[src/mws_pkg.sv]
// ----------------------------------------------------------------------------
// mws_pkg
// types and constants of the mecanum wheel speed solver
// ----------------------------------------------------------------------------
package mws_pkg;

  localparam int unsigned WheelCount = 4;

  localparam int unsigned VelW   = 16;  // q4.12 commands
  localparam int unsigned RadW   = 16;  // q0.16 radii
  localparam int unsigned LimW   = 23;  // q11.12 limit magnitude
  localparam int unsigned SpeedW = 24;  // q12.12 signed wheel speed
  localparam int unsigned CfgW   = 23;  // widest register

  localparam int unsigned SumW   = 18;  // vx +/- vy +/- wr
  localparam int unsigned SMagW  = 17;  // |sum|
  localparam int unsigned UW     = 33;  // |sum| * 2^16 / R
  localparam int unsigned ProdW  = UW + LimW;  // |u| * limit

  localparam int unsigned RdivSteps = UW;    // one quotient bit per cell
  localparam int unsigned LdivSteps = LimW;  // scaled result stays below 2^23

  // register indexes of the configuration port
  localparam logic [1:0] CfgRotRadius = 2'd0;
  localparam logic [1:0] CfgWheelRadius = 2'd1;
  localparam logic [1:0] CfgMaxSpeed = 2'd2;

  localparam logic [RadW-1:0] RotRadiusRst   = 16'd19661;
  localparam logic [RadW-1:0] WheelRadiusRst = 16'd4981;
  localparam logic [LimW-1:0] MaxSpeedRst    = 23'd2048000;

  typedef struct packed {
    logic signed [VelW-1:0] surge_vel;
    logic signed [VelW-1:0] sway_vel;
    logic signed [VelW-1:0] yaw_rate;
  } in_beat_t;

  typedef struct packed {
    logic signed [SpeedW-1:0] wheel_speed_0;
    logic signed [SpeedW-1:0] wheel_speed_1;
    logic signed [SpeedW-1:0] wheel_speed_2;
    logic signed [SpeedW-1:0] wheel_speed_3;
    logic                     was_scaled;
  } out_beat_t;

  // divide by wheel radius: quotient bits shift into the low end of acc
  typedef struct packed {
    logic            neg;
    logic [RadW-1:0] rem;
    logic [UW-1:0]   acc;
  } rdiv_t;

  // divide by peak: scaled magnitude builds up in acc
  typedef struct packed {
    logic            neg;
    logic            scl;
    logic [LimW-1:0] raw;
    logic [UW-1:0]   peak;
    logic [UW-1:0]   rem;
    logic [LimW-1:0] acc;
  } ldiv_t;

endpackage

[src/mws_ldiv_cell.sv]
// ----------------------------------------------------------------------------
// mws_ldiv_cell
// one restoring step of the division by the peak wheel magnitude
// ----------------------------------------------------------------------------
module mws_ldiv_cell (
  input  logic           clk_i,
  input  logic           en_i,
  input  mws_pkg::ldiv_t d_i,
  output mws_pkg::ldiv_t q_o
);

  logic [mws_pkg::UW:0] trial;
  logic                 ge;
  mws_pkg::ldiv_t       step_d;
  mws_pkg::ldiv_t       step_q;

  always_comb begin
    trial       = {d_i.rem, d_i.acc[mws_pkg::LimW-1]};
    ge          = trial >= {1'b0, d_i.peak};
    step_d      = d_i;
    step_d.rem  = ge ? mws_pkg::UW'(trial - {1'b0, d_i.peak})
                     : trial[mws_pkg::UW-1:0];
    step_d.acc  = {d_i.acc[mws_pkg::LimW-2:0], ge};
  end

  always_ff @(posedge clk_i) begin
    if (en_i) begin
      step_q <= step_d;
    end
  end

  assign q_o = step_q;

endmodule

[config.mk]
export PLATFORM = sky130hd
export DESIGN_NAME = mws_ldiv_cell
export DESIGN_NICKNAME = d
export VERILOG_FILES = /design/src/mws_pkg.sv /design/src/mws_ldiv_cell.sv
export SDC_FILE = /design/constraint.sdc
export NUM_CORES = 1
export LEC_CHECK = 0
export BUFFER_PORTS_ARGS = -buffer_cell sky130_fd_sc_hd__buf_2
export CORE_ASPECT_RATIO = 1.5
export CORE_UTILIZATION = 50
export DETAILED_ROUTE_END_ITERATION = 16
export GPL_TIMING_DRIVEN = 0
export PLACE_DENSITY = 0.8
export SLEW_MARGIN = 10
export SYNTH_ARGS = -nofsm -noshare
export SYNTH_HDL_FRONTEND = slang
export SYNTH_SLANG_ARGS = --single-unit
[constraint.sdc]
create_clock -name clk_i -period 7.8 [get_ports clk_i]
set_input_delay 0.39 -clock clk_i [delete_from_list [all_inputs] [get_ports clk_i]]
set_output_delay 0.39 -clock clk_i [all_outputs]
set_load 0.02 [all_outputs]
==> metrics <==
Final Hold Viols 0; Internal 1.512 mW; final setup fails 0; RSZ-0062 raised after global routing no; largest net degree at the start of global routing 72; Nets 879; GRT Total Usage 28.31%; GRT Residual Overflow 0; share of layout cells above drive strength 1 43.32%; ANT cells 0; Core Footprint 11530 sq um; fraction of registers with async set/reset 0%; DIE HEIGHT 135.6 um; CTS tree done; CP Capture Type flop; Cell Rows 48; initial drt markers 189; clock sink count 114; Placer Congestion 0.9483; I/O pin count 230; fmax 0.3364 GHz; synthesis-to-finish area growth 34.27%; fill count 857; setup bufs post-CTS 0; sequential cell area fraction in the yosys report 57.53%; ys flop type edfxtp_1; max layer used met4; global-route wire length before repair 25980 um; met3 routed WL 1144 um; Mapped Area 5951 sq um; Residual DRC 0; Layout Utilization 69.29%; Clock power frac 42.9%; Max-slew headroom 59.13%; routed wire length 17150 um; average wire per standard cell 19.25 um; Hold Crit Class in -> reg; max-cap check violation count 0; clk buf depth 2; Root Driver clkbuf_16; die area 12350 sq um; Post-Synthesis Cells 480; Die X 91.08 um; Comb pwr share 20.5%; Critical Path AT 3120 ps; TNS Setup 0 ps; Max VDD drop 0.1465 mV; Clock transition at path regs 60 ps; initial antenna violation count 0; Initial DRT Pass Iterations 5; Seq cells post-synth 114; Leak 3.576 nW; via/cell ratio 5.458; Pwr Density 262.6 nW/um^2; initial cell density of the core 51.61%; Worst Tran Pin Value 606.5 ps; Net Sw Power 586.0 uW; hold slack final 147.2 ps; Final Max Slew Viols 0; data required time of the worst path 7950 ps; switching share of power 27.93%; syn_area_per_cell 12.40 sq um; post-detail-place hpwl 12880 um; # H-tree levels 4; fin crit period 2973 ps; cts bufs inserted 17; IO buf count 229; max reg flops 114; final worst-path cycle share 38.11%; Synthesis Warnings 0; vias in the first global route 4963; routed vias 4863; number of flops mapped to enable cells by yosys 114; CP Max Fanout 10; Post-Syn Nets 630; post-synth cell types 60; critical path class in -> reg; Flop pwr share 36.6%; met2 WL 9153 um; CTS resizes 0; Post-DRT Antenna Nets 0; CTS Hold Bufs 0; routed length on met1 6508 um; status complete, no violations; Startpoint Class input port
==> worst max-delay path, cell delays in order <==
cell and delay [ps]:
buf_2 110, inv_1 50, ha_1 150, inv_1 50, fa_1 400, a21o_1 230, a221oi_2 430, o21ai_2 150
a21boi_2 290, o31ai_2 180, a21oi_4 190, buf_2 340, o21ai_1 140
==> stage by stage <==
step | instances | total power, mW | worst slack, ps | area (sq um)
2_1_floorplan | 480 | 1.049 | 4963 | 5951
3_3_place_gp | 859 | 1.198 | 4438 | 7284
3_5_place_dp | 860 | 1.207 | 4430 | 7315
4_1_cts | 891 | 2.110 | 4855 | 7990
5_1_grt | 891 | 2.167 | 4665 | 7990
6_report | 891 | 2.098 | 4827 | 7990
==> kinds of logic (layout without fill, tap and decap cells) <==
family / count (synthesis) / count (layout) / share of synthesized area, %
AO/OA/AOI/OAI: 136 / 136 / 16.84
flip-flops: 114 / 114 / 57.53
AND/OR/NAND/NOR: 105 / 105 / 8.705
buffers and inverters: 62 / 323 / 5.278
adder cells (fa/ha/maj): 34 / 34 / 7.275
XOR/XNOR: 28 / 28 / 4.121
multiplexers: 1 / 1 / 0.2522
==> synthesized netlist by cell type (7+ instances only) <==
library cell | count | area, sq um
edfxtp_1 | 114 | 3423
inv_1 | 44 | 165.2
nand2_1 | 42 | 157.7
ha_1 | 33 | 412.9
a21oi_1 | 32 | 160.2
o21ai_2 | 20 | 175.2
xnor2_1 | 15 | 131.4
nor2_1 | 14 | 52.55
o21ai_0 | 14 | 70.07
o21ai_1 | 13 | 65.06
xor2_1 | 13 | 113.9
a21o_1 | 12 | 90.09
nand2_2 | 10 | 62.56
and3_1 | 7 | 43.79
==> area by class of cell <==
cell class | instances | area, sq um | area share [%]
multi-input cells | 304 | 2213 | 27.70
clock inverters | 14 | 250.2 | 3.132
plain buffers | 17 | 145.1 | 1.816
repair buffers | 230 | 1176 | 14.72
flip-flops and latches | 114 | 3423 | 42.84
inverters | 45 | 168.9 | 2.114
well taps | 150 | 187.7 | 2.349
clock buffers | 17 | 425.4 | 5.324
==> final timing paths <==
kind	to	slack, ps	cells past startpoint	from
max	q_o[25]	4830	13	d_i[22]
min	q_o[90]	150	1	d_i[90]
==> power groups by stage <==
stage	clock (mW)	sequential, mW	combinational [mW]
6_report	0.899	0.769	0.430
5_1_grt	0.930	0.774	0.463
4_1_cts	0.908	0.770	0.432
3_5_place_dp	0	0.779	0.428
3_3_place_gp	0	0.780	0.418
2_1_floorplan	0	0.862	0.188
==> placed cells by master (no fill, tap or decap), drive strengths merged, types with 5 or more instances in the layout <==
cell type / count
buf: 244
edfxtp: 114
nand2: 52
inv: 49
o21ai: 48
a21oi: 34
ha: 33
clkbuf: 20
xnor2: 15
nor2: 14
xor2: 13
a21o: 12
and3: 9
nand3: 6
o21bai: 6
bufinv: 6
o31ai: 6
nand4: 5
==> per-layer routing <==
layer / global-route usage, % / up-vias
met2: 52.40 / 232
met5: 0 / -
met1: 30.97 / 2317
li1: - / 2283
met3: 7.015 / 31
met4: 10.93 / 0
Power figures use the tool's default switching activity.
