==> src/mws_pkg.sv <==
// ----------------------------------------------------------------------------
// mws_pkg
// types and constants of the mecanum wheel speed solver
// ----------------------------------------------------------------------------
package mws_pkg;

  localparam int unsigned WheelCount = 4;

  localparam int unsigned VelW   = 16;  // q4.12 commands
  localparam int unsigned RadW   = 16;  // q0.16 radii
  localparam int unsigned LimW   = 23;  // q11.12 limit magnitude
  localparam int unsigned SpeedW = 24;  // q12.12 signed wheel speed
  localparam int unsigned CfgW   = 23;  // widest register

  localparam int unsigned SumW   = 18;  // vx +/- vy +/- wr
  localparam int unsigned SMagW  = 17;  // |sum|
  localparam int unsigned UW     = 33;  // |sum| * 2^16 / R
  localparam int unsigned ProdW  = UW + LimW;  // |u| * limit

  localparam int unsigned RdivSteps = UW;    // one quotient bit per cell
  localparam int unsigned LdivSteps = LimW;  // scaled result stays below 2^23

  // register indexes of the configuration port
  localparam logic [1:0] CfgRotRadius = 2'd0;
  localparam logic [1:0] CfgWheelRadius = 2'd1;
  localparam logic [1:0] CfgMaxSpeed = 2'd2;

  localparam logic [RadW-1:0] RotRadiusRst   = 16'd19661;
  localparam logic [RadW-1:0] WheelRadiusRst = 16'd4981;
  localparam logic [LimW-1:0] MaxSpeedRst    = 23'd2048000;

  typedef struct packed {
    logic signed [VelW-1:0] surge_vel;
    logic signed [VelW-1:0] sway_vel;
    logic signed [VelW-1:0] yaw_rate;
  } in_beat_t;

  typedef struct packed {
    logic signed [SpeedW-1:0] wheel_speed_0;
    logic signed [SpeedW-1:0] wheel_speed_1;
    logic signed [SpeedW-1:0] wheel_speed_2;
    logic signed [SpeedW-1:0] wheel_speed_3;
    logic                     was_scaled;
  } out_beat_t;

  // divide by wheel radius: quotient bits shift into the low end of acc
  typedef struct packed {
    logic            neg;
    logic [RadW-1:0] rem;
    logic [UW-1:0]   acc;
  } rdiv_t;

  // divide by peak: scaled magnitude builds up in acc
  typedef struct packed {
    logic            neg;
    logic            scl;
    logic [LimW-1:0] raw;
    logic [UW-1:0]   peak;
    logic [UW-1:0]   rem;
    logic [LimW-1:0] acc;
  } ldiv_t;

endpackage

==> src/mws_rdiv_cell.sv <==
// ----------------------------------------------------------------------------
// mws_rdiv_cell
// one restoring step of the division by the wheel radius
// ----------------------------------------------------------------------------
module mws_rdiv_cell (
  input  logic                         clk_i,
  input  logic                         en_i,
  input  logic [mws_pkg::RadW-1:0]     rden_i,
  input  mws_pkg::rdiv_t               d_i,
  output mws_pkg::rdiv_t               q_o
);

  logic [mws_pkg::RadW:0] trial;
  logic                   ge;
  mws_pkg::rdiv_t         step_d;
  mws_pkg::rdiv_t         step_q;

  always_comb begin
    trial        = {d_i.rem, d_i.acc[mws_pkg::UW-1]};
    ge           = trial >= {1'b0, rden_i};
    step_d.neg   = d_i.neg;
    step_d.rem   = ge ? mws_pkg::RadW'(trial - {1'b0, rden_i})
                      : trial[mws_pkg::RadW-1:0];
    step_d.acc   = {d_i.acc[mws_pkg::UW-2:0], ge};
  end

  always_ff @(posedge clk_i) begin
    if (en_i) begin
      step_q <= step_d;
    end
  end

  assign q_o = step_q;

endmodule

==> config.mk <==
export PLATFORM = sky130hd
export DESIGN_NAME = mws_rdiv_cell
export DESIGN_NICKNAME = d
export VERILOG_FILES = /design/src/mws_pkg.sv /design/src/mws_rdiv_cell.sv
export SDC_FILE = /design/constraint.sdc
export NUM_CORES = 1
export LEC_CHECK = 0
export BUFFER_PORTS_ARGS = -buffer_cell sky130_fd_sc_hd__buf_2
export CAP_MARGIN = 5
export CORE_MARGIN = 4
export CORE_UTILIZATION = 40
export DETAILED_ROUTE_END_ITERATION = 6
export GPL_TIMING_DRIVEN = 1
export PLACE_DENSITY = 0.7
export SKIP_CTS_REPAIR_TIMING = 1
export SYNTH_ARGS = -nofsm -noshare
export SYNTH_HDL_FRONTEND = slang
export SYNTH_SLANG_ARGS = --single-unit
==> constraint.sdc <==
create_clock -name clk_i -period 6.8 [get_ports clk_i]
set_input_delay 0.34 -clock clk_i [delete_from_list [all_inputs] [get_ports clk_i]]
set_output_delay 0.34 -clock clk_i [all_outputs]
set_load 0.005 [all_outputs]
==> metrics <==
status=complete, no violations; count of buffers from port buffering=117; count of clock tree sinks=50; cell-by-cell trace of the critical path=buf_2 > inv_1 > ha_1 > a21oi_1 > o211ai_1 > o21ai_2 > o211ai_2 > a31oi_4 > mux2_2; Via density=a little under 5; syn_nets=290; share of synthesized area occupied by flip-flops and latches=between 50% and 60%; Antenna Cells=0; required time of the critical path=around 6.9 ns; Post-DP Area=between 3000 and 4000 um^2; number of maximum-capacitance violations=0; CP delay by family, top=compound AO/OA/AOI/OAI gates; post-route antenna net violation count=0; setup repair after global routing missed its margin=false; Yosys warnings=0; ports placed on the boundary=118; most frequently used cell type in the post-synthesis netlist=edfxtp_1; count of different cell masters after synthesis=39; global-route wire length before repair=between 8 and 9 mm; Final Util=between 50% and 60%; power density cells=225 nW/um^2; H-tree depth=2; vias after detailed routing=1,996; DPL Wire Length=approximately 4.7 mm; endpoint type of the worst setup path=flop; Final Wtd Congestion=between 0.8 and 0.9; cell type with the largest total area after synthesis=edfxtp_1; ratio of final minimum period to clock period=slightly below 40%; share of the synthesized area in the top cell type=between 50 and 60%; Initial Util=41.4%; peak clock frequency supported by timing=372 MHz; vias in the first global route=1,901; Post-layout nets=around 400; Total GRT Usage=between 10 and 15%; peak fanout along the critical path=17; Slew Limit Headroom=approximately a quarter; cell count after synthesis=just over 200; ys async rst share=0%; final worst path period need=2.69 ns; Most used DFF post-synth=edfxtp_1; remaining global-route overflow=0; final number of max-transition violations=0; Row Count=29; vertical extent of the die=around 89 um; antenna violations before repair=0; synth cell count leaders=50 x edfxtp_1, 22 x inv_1, 16 x ha_1, 14 x a21oi_1; data arrival time of the critical path=between 2 and 3 ns; floorplan die width=roughly 90 um; kind of start point of the critical path=primary input; share of cells above drive strength 1=43.9%; Post-Route Setup TNS=0 ns; total standard cell area after synthesis=around 2600 um^2; number of buffers added by the clock tree synthesis step=5; slowest cell delay on critical path=~0.65 ns; clock-pin transition on the worst setup and hold timing paths=~0.090 ns; Setup CP Type=primary input to flop; clock tree from TritonCTS=yes; number of buffer and inverter stages on the critical path=2; number of synthesized register bits=50; number of filler instances in the final layout=slightly below 600; Lkg Pwr=around 1.6 nW; number of violations reported at the end of detailed-routing iteration 0=72; number of flip-flops in the largest register=50; maximum resistive drop on vdd=146 uV; largest net degree at the start of global routing=51; clock root buffer=clkbuf_8; drt drc=0; buffers from clock root to sink, at most=2; Std-Cell Core Area=roughly 6400 um^2; Fin. Hold Viols=0; number of detailed-routing iterations run before antenna repair=4; total wirelength of the detailed-routed design=between 5 and 6 mm; DIE AREA=roughly 8000 um^2; class of the most critical hold timing path=primary input to flop; mean area per synthesized cell=about 13 um^2; number of synthesized flops with an enable pin=50; library cell contributing the largest single delay on the critical path=a31oi_4; detail-routed net length per standard cell=approximately 15 um; final design instance area without fill=around 3400 um^2; relative area change from synthesis to final layout=28.8%; slew at the pin closest to its max-slew limit=approximately 1.1 ns; cell types with the largest area share after synthesis=edfxtp_1 57%, ha_1 7.6%, mux2_4 3.4%; Finish-stage setup viols=0
## layer usage
metal / vias to the layer above / wire length [um] / GRT usage, %
li1: 1002 / - / -
met1: 900 / 2350 / 17.3
met2: 90 / 2820 / 25.1
met3: 4 / 661 / 3.41
met4: 0 / 61 / 4.06
met5: - / 0 / 0
## through the flow
stage | setup slack [ns] | power [mW] | hold WS (ns) | std cells
2_1_floorplan | 4.30 | 0.496 | 0.439 | 205
3_3_place_gp | 3.87 | 0.565 | 0.517 | 395
3_5_place_dp | 3.81 | 0.568 | 0.518 | 395
4_1_cts | 4.14 | 0.780 | 0.202 | 403
5_1_grt | 3.99 | 0.812 | 0.199 | 403
6_report | 4.11 | 0.767 | 0.215 | 403
## layout make-up
cell class,instances,area [um^2],area share [%]
clock buffers,5,68.8,2.02
repair buffers,117,586,17.2
well taps,77,96.3,2.83
inverters,22,82.6,2.42
flip-flops and latches,50,1500,44.0
clock inverters,3,43.8,1.28
multi-input cells,129,1030,30.2
## path summary, 6_finish.rpt
kind / start / endpoint / slack (ns) / cells past startpoint
max: rden_i[8] / q_o[35] / 4.11 / 9
min: d_i[19] / q_o[20] / 0.21 / 1
## layout by cell type, fill, tap and decap left out, types with 2 or more instances in the layout
master,netlist,layout
o21ai_0,12,12
a211oi_1,5,5
mux2_2,7,7
o21a_1,3,3
inv_1,22,22
nand4_1,2,2
nand3_1,3,3
mux2_4,6,6
xor2_1,3,3
clkbuf_8,0,5
nor2b_1,3,3
xnor2_1,6,6
edfxtp_1,50,50
mux2i_1,2,2
a21boi_0,2,2
ha_1,16,16
nand2_1,8,8
buf_2,0,117
a21o_1,7,7
o31a_1,2,2
nor2_1,12,12
a21oi_1,14,14
## power breakdown
part           switching (mW)  internal (mW)
Clock                  0.0966          0.110
Combinational          0.0868         0.0884
Sequential            0.00649          0.378
## kinds of logic after synthesis
group / synth area share [%]
fa+ha+maj: 8.32
simple gates: 6.24
xor+xnor: 2.98
flops: 56.7
buf+inv: 4.30
mux: 7.14
compound gates: 14.3
Power figures use the tool's default switching activity.
